File: config.mk
export PLATFORM = sky130hd
export DESIGN_NAME = q8_q4_block_scaled_dot_top_flat
export DESIGN_NICKNAME = d
export VERILOG_FILES = /design/src/sv/qsd_pkg.sv /design/src/sv/qsd_in_if.sv /design/src/sv/qsd_out_if.sv /design/src/sv/qsd_ctrl.sv /design/src/sv/qsd_dp.sv /design/src/sv/q8_q4_block_scaled_dot_top.sv /design/src/flat_wrapper.sv
export SDC_FILE = /design/constraint.sdc
export NUM_CORES = 2
export LEC_CHECK = 0
export BUFFER_PORTS_ARGS = -buffer_cell sky130_fd_sc_hd__buf_4
export CAP_MARGIN = 10
export CORE_AREA = 10 10 266 268
export CTS_CLUSTER_DIAMETER = 200
export DETAILED_ROUTE_END_ITERATION = 10
export DIE_AREA = 0 0 276 278
export PLACE_DENSITY = 0.95
export SKIP_CTS_REPAIR_TIMING = 1
export SLEW_MARGIN = 0
export SYNTH_ARGS = -nofsm -noshare
export SYNTH_HDL_FRONTEND = slang
export SYNTH_SLANG_ARGS = --single-unit
File: constraint.sdc
create_clock -name clk_i -period 22.6 [get_ports clk_i]
set_input_delay 3.39 -clock clk_i [delete_from_list [all_inputs] [get_ports clk_i]]
set_output_delay 3.39 -clock clk_i [all_outputs]
set_load 0.05 [all_outputs]
File: src/sv/qsd_pkg.sv
// ----------------------------------------------------------------------------
// qsd_pkg: shared types and constants of the block-scaled dot product
// Field widths, controller states, datapath operations and the command and
// status structs between controller and datapath.
// ----------------------------------------------------------------------------
`default_nettype none

package qsd_pkg;

  // field widths
  localparam int unsigned ACT_W     = 8;
  localparam int unsigned WB_W      = 8;
  localparam int unsigned NIB_W     = 4;
  localparam int unsigned SCALE_W   = 24;
  localparam int unsigned PROD_W    = 12;
  localparam int unsigned MUL_W     = 2 * SCALE_W;
  localparam int unsigned DOT_W     = 64;
  localparam int unsigned RND_SHIFT = 16;

  // largest magnitude of one activation times one offset nibble
  localparam int unsigned PROD_MAX  = 1024;

  // rounding constant: one half of the dropped Q16 fraction
  localparam logic [DOT_W-1:0] ROUND_HALF = 64'h0000_0000_0000_8000;

  // saturation limits of the accumulator
  localparam logic [DOT_W-1:0] DOT_MAX = 64'h7fff_ffff_ffff_ffff;
  localparam logic [DOT_W-1:0] DOT_MIN = 64'h8000_0000_0000_0000;

  // term selection: first or second block of the pair
  localparam logic TERM_FIRST  = 1'b0;
  localparam logic TERM_SECOND = 1'b1;

  // positions of the latched scales
  localparam int unsigned SC_ACT_FIRST  = 0;
  localparam int unsigned SC_ACT_SECOND = 1;
  localparam int unsigned SC_WT_FIRST   = 2;
  localparam int unsigned SC_WT_SECOND  = 3;
  localparam int unsigned SC_NUM        = 4;

  typedef enum logic [2:0] {
    ST_IDLE,
    ST_SCALE,
    ST_LO,
    ST_HI,
    ST_COMB,
    ST_ACC,
    ST_OUT
  } qsd_state_e;

  typedef enum logic [2:0] {
    OP_NONE,
    OP_SCALE,
    OP_LO,
    OP_HI,
    OP_COMB,
    OP_ACC
  } qsd_op_e;

  typedef struct packed {
    logic    take;
    qsd_op_e op;
    logic    term;
    logic    clr_sums;
    logic    load_out;
  } qsd_cmd_t;

  typedef struct packed {
    logic flush;
    logic pend_last;
    logic out_free;
  } qsd_status_t;

  typedef struct packed {
    logic signed [ACT_W-1:0]   act_low;
    logic signed [ACT_W-1:0]   act_high;
    logic        [WB_W-1:0]    weight_byte;
    logic signed [SCALE_W-1:0] scale_act_first;
    logic signed [SCALE_W-1:0] scale_act_second;
    logic signed [SCALE_W-1:0] scale_wt_first;
    logic signed [SCALE_W-1:0] scale_wt_second;
    logic                      last;
  } qsd_item_t;

endpackage

`default_nettype wire

File: src/sv/qsd_in_if.sv
// ----------------------------------------------------------------------------
// qsd_in_if: input channel of the block-scaled dot product
// Valid/ready channel carrying two activations, a weight byte, four scales
// and the last mark.
// ----------------------------------------------------------------------------
`default_nettype none

interface qsd_in_if;

  logic                               valid;
  logic                               ready;
  logic signed [qsd_pkg::ACT_W-1:0]   act_low;
  logic signed [qsd_pkg::ACT_W-1:0]   act_high;
  logic        [qsd_pkg::WB_W-1:0]    weight_byte;
  logic signed [qsd_pkg::SCALE_W-1:0] scale_act_first;
  logic signed [qsd_pkg::SCALE_W-1:0] scale_act_second;
  logic signed [qsd_pkg::SCALE_W-1:0] scale_wt_first;
  logic signed [qsd_pkg::SCALE_W-1:0] scale_wt_second;
  logic                               last;

  modport source (
    output valid, act_low, act_high, weight_byte, scale_act_first,
           scale_act_second, scale_wt_first, scale_wt_second, last,
    input  ready
  );

  modport sink (
    input  valid, act_low, act_high, weight_byte, scale_act_first,
           scale_act_second, scale_wt_first, scale_wt_second, last,
    output ready
  );

endinterface

`default_nettype wire

File: src/sv/qsd_out_if.sv
// ----------------------------------------------------------------------------
// qsd_out_if: result channel of the block-scaled dot product
// Valid/ready channel carrying the finished dot product and its flag.
// ----------------------------------------------------------------------------
`default_nettype none

interface qsd_out_if;

  logic                             valid;
  logic                             ready;
  logic signed [qsd_pkg::DOT_W-1:0] dot_value;
  logic                             misaligned;

  modport source (
    output valid, dot_value, misaligned,
    input  ready
  );

  modport sink (
    input  valid, dot_value, misaligned,
    output ready
  );

endinterface

`default_nettype wire

File: src/sv/qsd_ctrl.sv
// ----------------------------------------------------------------------------
// qsd_ctrl: sequencer of the block-scaled dot product
// Takes items, runs the five-step scaling sequence for each of the two block
// terms at a group end or last mark, and after a last mark hands the result
// to the output register.
// ----------------------------------------------------------------------------
`default_nettype none

module qsd_ctrl (
  input  wire logic                 clk_i,
  input  wire logic                 rst_ni,
  input  wire logic                 in_valid_i,
  output logic                      in_ready_o,
  input  wire qsd_pkg::qsd_status_t status_i,
  output qsd_pkg::qsd_cmd_t         cmd_o
);

  qsd_pkg::qsd_state_e state_q, state_d;
  logic                term_q, term_d;

  // state and term registers
  always_ff @(posedge clk_i or negedge rst_ni) begin
    if (!rst_ni) begin
      state_q <= qsd_pkg::ST_IDLE;
      term_q  <= qsd_pkg::TERM_FIRST;
    end else begin
      state_q <= state_d;
      term_q  <= term_d;
    end
  end

  // next state and commands
  always_comb begin
    state_d      = state_q;
    term_d       = term_q;
    in_ready_o   = 1'b0;
    cmd_o        = '0;
    cmd_o.op     = qsd_pkg::OP_NONE;
    cmd_o.term   = term_q;
    case (state_q)
      qsd_pkg::ST_IDLE: begin
        in_ready_o = 1'b1;
        if (in_valid_i) begin
          cmd_o.take = 1'b1;
          if (status_i.flush) begin
            state_d = qsd_pkg::ST_SCALE;
            term_d  = qsd_pkg::TERM_FIRST;
          end
        end
      end
      qsd_pkg::ST_SCALE: begin
        cmd_o.op = qsd_pkg::OP_SCALE;
        state_d  = qsd_pkg::ST_LO;
      end
      qsd_pkg::ST_LO: begin
        cmd_o.op = qsd_pkg::OP_LO;
        state_d  = qsd_pkg::ST_HI;
      end
      qsd_pkg::ST_HI: begin
        cmd_o.op = qsd_pkg::OP_HI;
        state_d  = qsd_pkg::ST_COMB;
      end
      qsd_pkg::ST_COMB: begin
        cmd_o.op = qsd_pkg::OP_COMB;
        state_d  = qsd_pkg::ST_ACC;
      end
      qsd_pkg::ST_ACC: begin
        cmd_o.op = qsd_pkg::OP_ACC;
        if (term_q == qsd_pkg::TERM_FIRST) begin
          term_d  = qsd_pkg::TERM_SECOND;
          state_d = qsd_pkg::ST_SCALE;
        end else begin
          cmd_o.clr_sums = 1'b1;
          state_d = status_i.pend_last ? qsd_pkg::ST_OUT : qsd_pkg::ST_IDLE;
        end
      end
      qsd_pkg::ST_OUT: begin
        if (status_i.out_free) begin
          cmd_o.load_out = 1'b1;
          state_d        = qsd_pkg::ST_IDLE;
        end
      end
      default: begin
        state_d = qsd_pkg::ST_IDLE;
      end
    endcase
  end

`ifndef SYNTHESIS
  // an item that closes a group starts scaling with the first term
  a_flush_starts: assert property (@(posedge clk_i) disable iff (!rst_ni)
    (state_q == qsd_pkg::ST_IDLE && in_valid_i && status_i.flush) |=>
    (state_q == qsd_pkg::ST_SCALE && term_q == qsd_pkg::TERM_FIRST))
    else $error("flush did not start the scaling sequence");

  // the second term always follows the first
  a_second_term: assert property (@(posedge clk_i) disable iff (!rst_ni)
    (state_q == qsd_pkg::ST_ACC && term_q == qsd_pkg::TERM_FIRST) |=>
    (state_q == qsd_pkg::ST_SCALE && term_q == qsd_pkg::TERM_SECOND))
    else $error("second block term skipped");
`endif

endmodule

`default_nettype wire

File: src/sv/qsd_dp.sv
// ----------------------------------------------------------------------------
// qsd_dp: datapath of the block-scaled dot product
// Block sums, group position, latched scales, one shared 24x24 multiplier,
// rounding, the saturating Q16 accumulator and the output register.
// ----------------------------------------------------------------------------
`default_nettype none

module qsd_dp #(
  parameter int unsigned BLOCK_LEN = 32
) (
  input  wire logic                 clk_i,
  input  wire logic                 rst_ni,
  input  wire qsd_pkg::qsd_item_t   item_i,
  input  wire qsd_pkg::qsd_cmd_t    cmd_i,
  output qsd_pkg::qsd_status_t      status_o,
  input  wire logic                 out_ready_i,
  output logic                      out_valid_o,
  output logic signed [qsd_pkg::DOT_W-1:0] dot_value_o,
  output logic                      misaligned_o
);

  localparam int unsigned POS_W   = $clog2(BLOCK_LEN);
  localparam int unsigned MAG_W   = $clog2(BLOCK_LEN * qsd_pkg::PROD_MAX + 1);
  localparam int unsigned SUM_W   = MAG_W + 1;
  localparam int unsigned SCALE_W = qsd_pkg::SCALE_W;
  localparam int unsigned MUL_W   = qsd_pkg::MUL_W;
  localparam int unsigned DOT_W   = qsd_pkg::DOT_W;
  localparam int unsigned NIB_W   = qsd_pkg::NIB_W;
  localparam int unsigned PROD_W  = qsd_pkg::PROD_W;
  localparam int unsigned RND     = qsd_pkg::RND_SHIFT;

  logic [POS_W-1:0]         pos_q, pos_d;
  logic signed [SUM_W-1:0]  sum_first_q, sum_first_d;
  logic signed [SUM_W-1:0]  sum_second_q, sum_second_d;
  logic signed [SCALE_W-1:0] scale_q [qsd_pkg::SC_NUM];
  logic [MUL_W-1:0]         mul_q;
  logic [SCALE_W-1:0]       p_hi_q;
  logic [MAG_W-1:0]         ms_q;
  logic                     neg_q;
  logic [DOT_W-1:0]         mag_q;
  logic signed [DOT_W-1:0]  acc_q, acc_d;
  logic                     last_q, mis_q;
  logic                     out_valid_q, out_valid_d;
  logic signed [DOT_W-1:0]  dot_q;
  logic                     out_mis_q;

  logic                     group_end;
  logic signed [NIB_W-1:0]  w_lo, w_hi;
  logic signed [PROD_W-1:0] prod_lo, prod_hi;
  logic signed [SUM_W-1:0]  sel_sum, sum_abs;
  logic signed [SCALE_W-1:0] sel_sa, sel_sw;
  logic [SCALE_W-1:0]       sa_u, sw_u, sa_mag, sw_mag;
  logic [MAG_W-1:0]         ms;
  logic [SCALE_W-1:0]       mul_a, mul_b;
  logic [MUL_W-1:0]         mul_prod;
  logic [DOT_W:0]           r_ext, acc_ext, acc_sum;
  logic signed [DOT_W-1:0]  acc_sat;

  // group end and status
  assign group_end          = (pos_q == POS_W'(BLOCK_LEN - 1));
  assign status_o.flush     = group_end | item_i.last;
  assign status_o.pend_last = last_q;
  assign status_o.out_free  = ~out_valid_q | out_ready_i;

  // nibble minus eight is the nibble with its top bit flipped, as 4-bit signed
  assign w_lo    = {~item_i.weight_byte[3], item_i.weight_byte[2:0]};
  assign w_hi    = {~item_i.weight_byte[7], item_i.weight_byte[6:4]};
  assign prod_lo = item_i.act_low * w_lo;
  assign prod_hi = item_i.act_high * w_hi;

  // position and block sums
  always_comb begin
    pos_d        = pos_q;
    sum_first_d  = sum_first_q;
    sum_second_d = sum_second_q;
    if (cmd_i.take) begin
      pos_d        = status_o.flush ? '0 : pos_q + 1'b1;
      sum_first_d  = sum_first_q + SUM_W'(prod_lo);
      sum_second_d = sum_second_q + SUM_W'(prod_hi);
    end else if (cmd_i.clr_sums) begin
      sum_first_d  = '0;
      sum_second_d = '0;
    end
  end

  // operands of the selected term
  always_comb begin
    sel_sum = (cmd_i.term == qsd_pkg::TERM_SECOND) ? sum_second_q : sum_first_q;
    sel_sa  = (cmd_i.term == qsd_pkg::TERM_SECOND) ? scale_q[qsd_pkg::SC_ACT_SECOND]
                                                   : scale_q[qsd_pkg::SC_ACT_FIRST];
    sel_sw  = (cmd_i.term == qsd_pkg::TERM_SECOND) ? scale_q[qsd_pkg::SC_WT_SECOND]
                                                   : scale_q[qsd_pkg::SC_WT_FIRST];
    sum_abs = sel_sum[SUM_W-1] ? -sel_sum : sel_sum;
    ms      = sum_abs[MAG_W-1:0];
    sa_u    = sel_sa;
    sw_u    = sel_sw;
    sa_mag  = sa_u[SCALE_W-1] ? (~sa_u + 1'b1) : sa_u;
    sw_mag  = sw_u[SCALE_W-1] ? (~sw_u + 1'b1) : sw_u;
  end

  // shared multiplier: fused scale, then sum times its low and high halves
  always_comb begin
    case (cmd_i.op)
      qsd_pkg::OP_SCALE: begin
        mul_a = sa_mag;
        mul_b = sw_mag;
      end
      qsd_pkg::OP_LO: begin
        mul_a = SCALE_W'(ms_q);
        mul_b = mul_q[SCALE_W-1:0];
      end
      qsd_pkg::OP_HI: begin
        mul_a = SCALE_W'(ms_q);
        mul_b = p_hi_q;
      end
      default: begin
        mul_a = '0;
        mul_b = '0;
      end
    endcase
    mul_prod = MUL_W'(mul_a) * MUL_W'(mul_b);
  end

  // rounded magnitude into the accumulator, add or subtract, then saturate
  always_comb begin
    r_ext   = (DOT_W + 1)'(mag_q[DOT_W-1:RND]);
    acc_ext = {acc_q[DOT_W-1], acc_q};
    acc_sum = acc_ext + (neg_q ? ~r_ext : r_ext) + (DOT_W + 1)'(neg_q);
    if (acc_sum[DOT_W] != acc_sum[DOT_W-1]) begin
      acc_sat = acc_sum[DOT_W] ? qsd_pkg::DOT_MIN : qsd_pkg::DOT_MAX;
    end else begin
      acc_sat = acc_sum[DOT_W-1:0];
    end
  end

  // accumulator and output valid
  always_comb begin
    acc_d = acc_q;
    if (cmd_i.op == qsd_pkg::OP_ACC) begin
      acc_d = acc_sat;
    end else if (cmd_i.load_out) begin
      acc_d = '0;
    end
    out_valid_d = out_valid_q;
    if (cmd_i.load_out) begin
      out_valid_d = 1'b1;
    end else if (out_ready_i) begin
      out_valid_d = 1'b0;
    end
  end

  // control state
  always_ff @(posedge clk_i or negedge rst_ni) begin
    if (!rst_ni) begin
      pos_q        <= '0;
      sum_first_q  <= '0;
      sum_second_q <= '0;
      acc_q        <= '0;
      last_q       <= 1'b0;
      out_valid_q  <= 1'b0;
    end else begin
      pos_q        <= pos_d;
      sum_first_q  <= sum_first_d;
      sum_second_q <= sum_second_d;
      acc_q        <= acc_d;
      out_valid_q  <= out_valid_d;
      if (cmd_i.take) begin
        last_q <= item_i.last;
      end
    end
  end

  // payload registers
  always_ff @(posedge clk_i) begin
    if (cmd_i.take) begin
      mis_q <= ~group_end;
      if (pos_q == '0) begin
        scale_q[qsd_pkg::SC_ACT_FIRST]  <= item_i.scale_act_first;
        scale_q[qsd_pkg::SC_ACT_SECOND] <= item_i.scale_act_second;
        scale_q[qsd_pkg::SC_WT_FIRST]   <= item_i.scale_wt_first;
        scale_q[qsd_pkg::SC_WT_SECOND]  <= item_i.scale_wt_second;
      end
    end
    case (cmd_i.op)
      qsd_pkg::OP_SCALE: begin
        mul_q <= mul_prod;
        ms_q  <= ms;
        neg_q <= sel_sum[SUM_W-1] ^ sel_sa[SCALE_W-1] ^ sel_sw[SCALE_W-1];
      end
      qsd_pkg::OP_LO: begin
        mul_q  <= mul_prod;
        p_hi_q <= mul_q[MUL_W-1:SCALE_W];
      end
      qsd_pkg::OP_HI: begin
        mul_q <= mul_prod;
        mag_q <= DOT_W'(mul_q);
      end
      qsd_pkg::OP_COMB: begin
        // high partial product stays below 2^40 over the block length range
        mag_q <= mag_q + {mul_q[DOT_W-SCALE_W-1:0], {SCALE_W{1'b0}}}
                 + qsd_pkg::ROUND_HALF;
      end
      default: begin
      end
    endcase
    if (cmd_i.load_out) begin
      dot_q     <= acc_q;
      out_mis_q <= mis_q;
    end
  end

  assign out_valid_o  = out_valid_q;
  assign dot_value_o  = dot_q;
  assign misaligned_o = out_mis_q;

`ifndef SYNTHESIS
  // an item that closes a group or carries last restarts the position
  a_pos_restart: assert property (@(posedge clk_i) disable iff (!rst_ni)
    (cmd_i.take && status_o.flush) |=> (pos_q == '0))
    else $error("group position not restarted");

  // moving a result out leaves it pending and clears the accumulator
  a_load_clears: assert property (@(posedge clk_i) disable iff (!rst_ni)
    cmd_i.load_out |=> (out_valid_q && acc_q == '0))
    else $error("result load did not clear the accumulator");
`endif

endmodule

`default_nettype wire

File: src/sv/q8_q4_block_scaled_dot_top.sv
// ----------------------------------------------------------------------------
// q8_q4_block_scaled_dot_top: int8 x packed 4-bit block-scaled dot product
// Each input beat carries one activation of each of a pair of BLOCK_LEN
// element blocks and one weight byte (low nibble minus 8 for the first block,
// high nibble minus 8 for the second); scales in signed Q8.16 are taken from
// the first beat of each group. Beats are taken only while idle. A beat that
// ends a group or carries last holds off further beats while the two block
// terms each pass five steps through one shared 24x24 multiplier (fused scale,
// two partial products, combine with round to nearest, saturating add to the
// 64-bit Q16 accumulator). After a last beat the result then moves into the
// output register, waiting while an earlier result is not yet taken. The
// result flags misaligned when last arrives before a group is complete;
// partial sums are still scaled.
// ----------------------------------------------------------------------------
`default_nettype none

module q8_q4_block_scaled_dot_top #(
  parameter int unsigned BLOCK_LEN = 32
) (
  input  wire logic clk_i,
  input  wire logic rst_ni,
  qsd_in_if.sink    in_i,
  qsd_out_if.source out_o
);

  qsd_pkg::qsd_item_t   item;
  qsd_pkg::qsd_cmd_t    cmd;
  qsd_pkg::qsd_status_t status;
  logic                 in_ready;

  // gather the input beat
  always_comb begin
    item.act_low          = in_i.act_low;
    item.act_high         = in_i.act_high;
    item.weight_byte      = in_i.weight_byte;
    item.scale_act_first  = in_i.scale_act_first;
    item.scale_act_second = in_i.scale_act_second;
    item.scale_wt_first   = in_i.scale_wt_first;
    item.scale_wt_second  = in_i.scale_wt_second;
    item.last             = in_i.last;
  end

  assign in_i.ready = in_ready;

  // sequencer
  qsd_ctrl u_ctrl (
    .clk_i      (clk_i),
    .rst_ni     (rst_ni),
    .in_valid_i (in_i.valid),
    .in_ready_o (in_ready),
    .status_i   (status),
    .cmd_o      (cmd)
  );

  // datapath
  qsd_dp #(
    .BLOCK_LEN (BLOCK_LEN)
  ) u_dp (
    .clk_i        (clk_i),
    .rst_ni       (rst_ni),
    .item_i       (item),
    .cmd_i        (cmd),
    .status_o     (status),
    .out_ready_i  (out_o.ready),
    .out_valid_o  (out_o.valid),
    .dot_value_o  (out_o.dot_value),
    .misaligned_o (out_o.misaligned)
  );

endmodule

`default_nettype wire

File: src/flat_wrapper.sv
// flat-port wrapper written by rule: the top's interface ports become plain ports
module q8_q4_block_scaled_dot_top_flat 
#(
  parameter int unsigned BLOCK_LEN = 32
)
  (clk_i, rst_ni, in_i_valid, in_i_act_low, in_i_act_high, in_i_weight_byte, in_i_scale_act_first, in_i_scale_act_second, in_i_scale_wt_first, in_i_scale_wt_second, in_i_last, in_i_ready, out_o_valid, out_o_dot_value, out_o_misaligned, out_o_ready);
  qsd_in_if in_i_i ();
  qsd_out_if out_o_i ();
  input  wire logic clk_i;
  input  wire logic rst_ni;
  input wire logic [$bits(in_i_i.valid)-1:0] in_i_valid;
  input wire logic [$bits(in_i_i.act_low)-1:0] in_i_act_low;
  input wire logic [$bits(in_i_i.act_high)-1:0] in_i_act_high;
  input wire logic [$bits(in_i_i.weight_byte)-1:0] in_i_weight_byte;
  input wire logic [$bits(in_i_i.scale_act_first)-1:0] in_i_scale_act_first;
  input wire logic [$bits(in_i_i.scale_act_second)-1:0] in_i_scale_act_second;
  input wire logic [$bits(in_i_i.scale_wt_first)-1:0] in_i_scale_wt_first;
  input wire logic [$bits(in_i_i.scale_wt_second)-1:0] in_i_scale_wt_second;
  input wire logic [$bits(in_i_i.last)-1:0] in_i_last;
  output wire logic [$bits(in_i_i.ready)-1:0] in_i_ready;
  output wire logic [$bits(out_o_i.valid)-1:0] out_o_valid;
  output wire logic [$bits(out_o_i.dot_value)-1:0] out_o_dot_value;
  output wire logic [$bits(out_o_i.misaligned)-1:0] out_o_misaligned;
  input wire logic [$bits(out_o_i.ready)-1:0] out_o_ready;
  assign in_i_i.valid = in_i_valid;
  assign in_i_i.act_low = in_i_act_low;
  assign in_i_i.act_high = in_i_act_high;
  assign in_i_i.weight_byte = in_i_weight_byte;
  assign in_i_i.scale_act_first = in_i_scale_act_first;
  assign in_i_i.scale_act_second = in_i_scale_act_second;
  assign in_i_i.scale_wt_first = in_i_scale_wt_first;
  assign in_i_i.scale_wt_second = in_i_scale_wt_second;
  assign in_i_i.last = in_i_last;
  assign in_i_ready = in_i_i.ready;
  assign out_o_valid = out_o_i.valid;
  assign out_o_dot_value = out_o_i.dot_value;
  assign out_o_misaligned = out_o_i.misaligned;
  assign out_o_i.ready = out_o_ready;
  q8_q4_block_scaled_dot_top #(.BLOCK_LEN(BLOCK_LEN)) u_core (.clk_i(clk_i), .rst_ni(rst_ni), .in_i(in_i_i), .out_o(out_o_i));
endmodule
==> metrics.yaml <==
floorplanning:
  fp.dieW_um: 276
  initial_utilization_pct: 69.3
  fp.coreArea_mm2: 0.0654
  die_h_um: 278
  io_pins: 192
  die-area_mm2: 0.0767
  row_count: 94
cells_and_area:
  postLayoutCoreUtil_pct: 74.9
  final_layout_size_suffix_gt1_share_pct: 8.29
  layout_commonest_cell: "inv_1"
  final_area_mm2: 0.0490
  nets: 5825
  syn_to_final_growth_pct: 8.13
  final_cell_mix: "inv_1 (725), nand2_1 (602), fa_1 (555)"
  diodes: 0
global_route:
  gr-usage-met1_pct: 41.3
  gr-usage-all-layers_pct: 35.7
  grt_pass1_vias: 39100
  gr-total-overflow: 0
  use_met2_pct: 57.8
  gr-max-usage-layer: "met2"
  grt.met3_usage_pct: 8.91
  antenna_found_initial: 1
  grt_max_degree: 87
  grt_pass1_wl_um: 216000
timing:
  tns_ns: 0
  setup_viol: 0
  slew_headroom_pct: 8.76
  fin_crit_sh_pct: 50.0
  max_slew.worst_pin.slew_ns: 1.37
  rsz0062_at_grt: "no"
  fin_skew_ns: 0.0281
  fin_crit_ns: 11.31
  hold_viol: 0
  holdWs_ns: 0.450
  slew_viol_final: 0
  max_freq_mhz: 88.4
synth:
  yosysTopAreaCellShare_pct: 24.5
  synthMuxAreaShare_pct: 1.91
  synth_top_family_by_area: "adder cells"
  syn_avg_cell_area_um2: 9.65
  ys_async_sr_fraction_pct: 26.7
  synth_edf_count: 300
  yosysWarningCount: 0
  synth_xor_area_share_pct: 5.43
  yosys.area_share.simple_pct: 12.3
  synth_area_mm2: 0.0453
  ys_types: 90
  ys_seq_area_share_pct: 25.9
  synth-seq-cells: 409
  yosysTopAreaCell: "fa_1"
  synth_adder_area_share_pct: 34.3
  synth_cells: 4694
  synth_compound_area_share_pct: 12.1
  synth_area_leaders: "fa_1 (25%), edfxtp_1 (20%), ha_1 (9.8%), dfrtp_1 (6.0%), inv_1 (6.0%)"
  ys.flop_type: "edfxtp_1"
  synthesis.nets: 5727
critical_path:
  worstSetupPathType: "reg2reg"
  r2r_slack_ns: 11.29
  ff2ff_path_depth: 31
  cp-end-kind: "flip-flop"
  r2r_end: "u_core.u_dp.mul_q[45]"
  path_common_cell: "fa_1"
  cp_max_fo: 73
  crit_arrival_ns: 11.65
  required_ns: 22.94
  max_stage_delay_ns: 1.07
  r2r-start: "u_core.u_ctrl.term_q"
  crit_slowest_cell: "dfrtp_4"
  crit_path_start_kind: "flip-flop"
hold_path:
  worstHoldStart: "u_core.u_dp.mis_q"
  min_path_type: "reg2reg"
  min_to: "u_core.u_dp.misaligned_o"
  worstHoldPathCells: 0
cts:
  cts_tree: "yes"
  cts_made_buffers: 42
  clock-root-buffer: "clkbuf_16"
  clock_sinks: 409
  cts_buffer_depth: 3
  cts-htree-levels: 2
  path_clk_slew_ns: 0.06
  insertion_delay_ns: 0.59
job:
  maxCapViolCount: 0
place:
  numPortBuffers: 191
  dp_hpwl_um: 106000
  post_dp_cell_area_mm2: 0.0475
  routabilityCongestion: 1.00
detailed_routing:
  wl_per_cell_um: 24.3
  drc: 0
  first_pass_iters: 6
  vias_per_cell: 6.52
  drt-initial-drc-count: 4536
  drt_wl_total_um: 138000
  postRouteAntennaNets: 0
  vias: 37100
run_status:
  status: "finished clean"
[area by class of cell]
cell class,count,area (µm²)
multi-input cells,3353,30000
fillers,4142,16400
flip-flops and latches,409,11700
inverters,727,2730
repair buffers,259,1940
clock buffers,49,1100
well taps,864,1080
clock inverters,27,359
[registers in the layout, indices dropped and copies added (netlist names)]
register                  cells
u_core.u_dp.misaligned_o      1
u_core.u_dp.scale_q          96
u_core.u_dp.ms_q             16
u_core.u_dp.dot_value_o      64
u_core.u_dp.mis_q             1
u_core.u_dp.mul_q            48
u_core.u_dp.p_hi_q           24
u_core.u_dp.mag_q            49
u_core.u_dp.sum_first_q      17
u_core.u_ctrl.term_q          1
u_core.u_ctrl.state_q         3
u_core.u_dp.out_valid_o       1
u_core.u_dp.pos_q             5
u_core.u_dp.last_q            1
u_core.u_dp.neg_q             1
u_core.u_dp.acc_q            64
u_core.u_dp.sum_second_q     17
[cell families (layout without fill, tap and decap cells)]
family                   Yosys count  after routing
AND/OR/NAND/NOR                 1273           1273
multiplexers                      85             85
flip-flops                       409            409
XOR/XNOR                         281            281
AO/OA/AOI/OAI                    806            806
buffers and inverters            932           1062
adder cells (fa/ha/maj)          908            908
[how the worst max path moves through the flow]
| stage | slack (ns) | endpoint | cells past startpoint | start |
|---|---|---|---|---|
| floorplan | 8.97 | u_core.u_dp.scale_q[0][0] | 3 | in_i_valid |
| global placement | 11.81 | u_core.u_dp.mul_q[45] | 31 | u_core.u_ctrl.term_q |
| detailed placement | 11.51 | u_core.u_dp.mul_q[45] | 34 | u_core.u_ctrl.term_q |
| CTS | 11.48 | u_core.u_dp.mul_q[45] | 34 | u_core.u_ctrl.term_q |
| global route | 10.81 | u_core.u_dp.mul_q[45] | 31 | u_core.u_ctrl.term_q |
| finish | 11.29 | u_core.u_dp.mul_q[45] | 31 | u_core.u_ctrl.term_q |
[layer usage]
layer / vias to the layer above / routed length (µm)
met3: 756 / 16200
met1: 17900 / 46400
met5: - / 0
met4: 0 / 11700
met2: 2726 / 63900
li1: 15700 / -
[worst max-delay path: cells and delay by family (launching register included)]
family | cells | cell delay [ns]
compound gates | 10 | 2.58
buf+inv | 5 | 1.17
fa+ha+maj | 8 | 4.00
xor+xnor | 2 | 0.32
simple gates | 6 | 1.86
flops | 1 | 1.07
[cell usage after synthesis, drive strengths merged, types with 7 or more instances]
cell    number
or3          9
nand4       26
xor2       149
clkbuf     135
nor3b        9
o21bai      30
o22a         9
a31oi       31
nor4         8
a22o        23
ha         353
a22oi       18
a21oi      184
mux2         9
o31ai       15
inv        726
nand2b      33
edfxtp     300
mux2i       76
dfrtp      109
a221o       65
xnor2      132
and3        23
buf         70
nor3        79
a211oi      16
and2        66
o21ai      185
o21a        21
or2         25
a21boi       7
and4         9
o211ai      20
nor2       305
o22ai       18
fa         555
nor2b       11
a21o        93
o32ai        7
nand2      604
nand3       58
[metrics by stage]
stage,instances,setup slack [ns]
floorplan,4694,8.97
global placement,5610,11.81
detailed placement,5610,11.51
CTS,5686,11.48
global route,5688,10.81
finish,5688,11.29
Power is not shown: default switching activity piles up to over one toggle a cycle in this logic, so the estimate is an artifact.
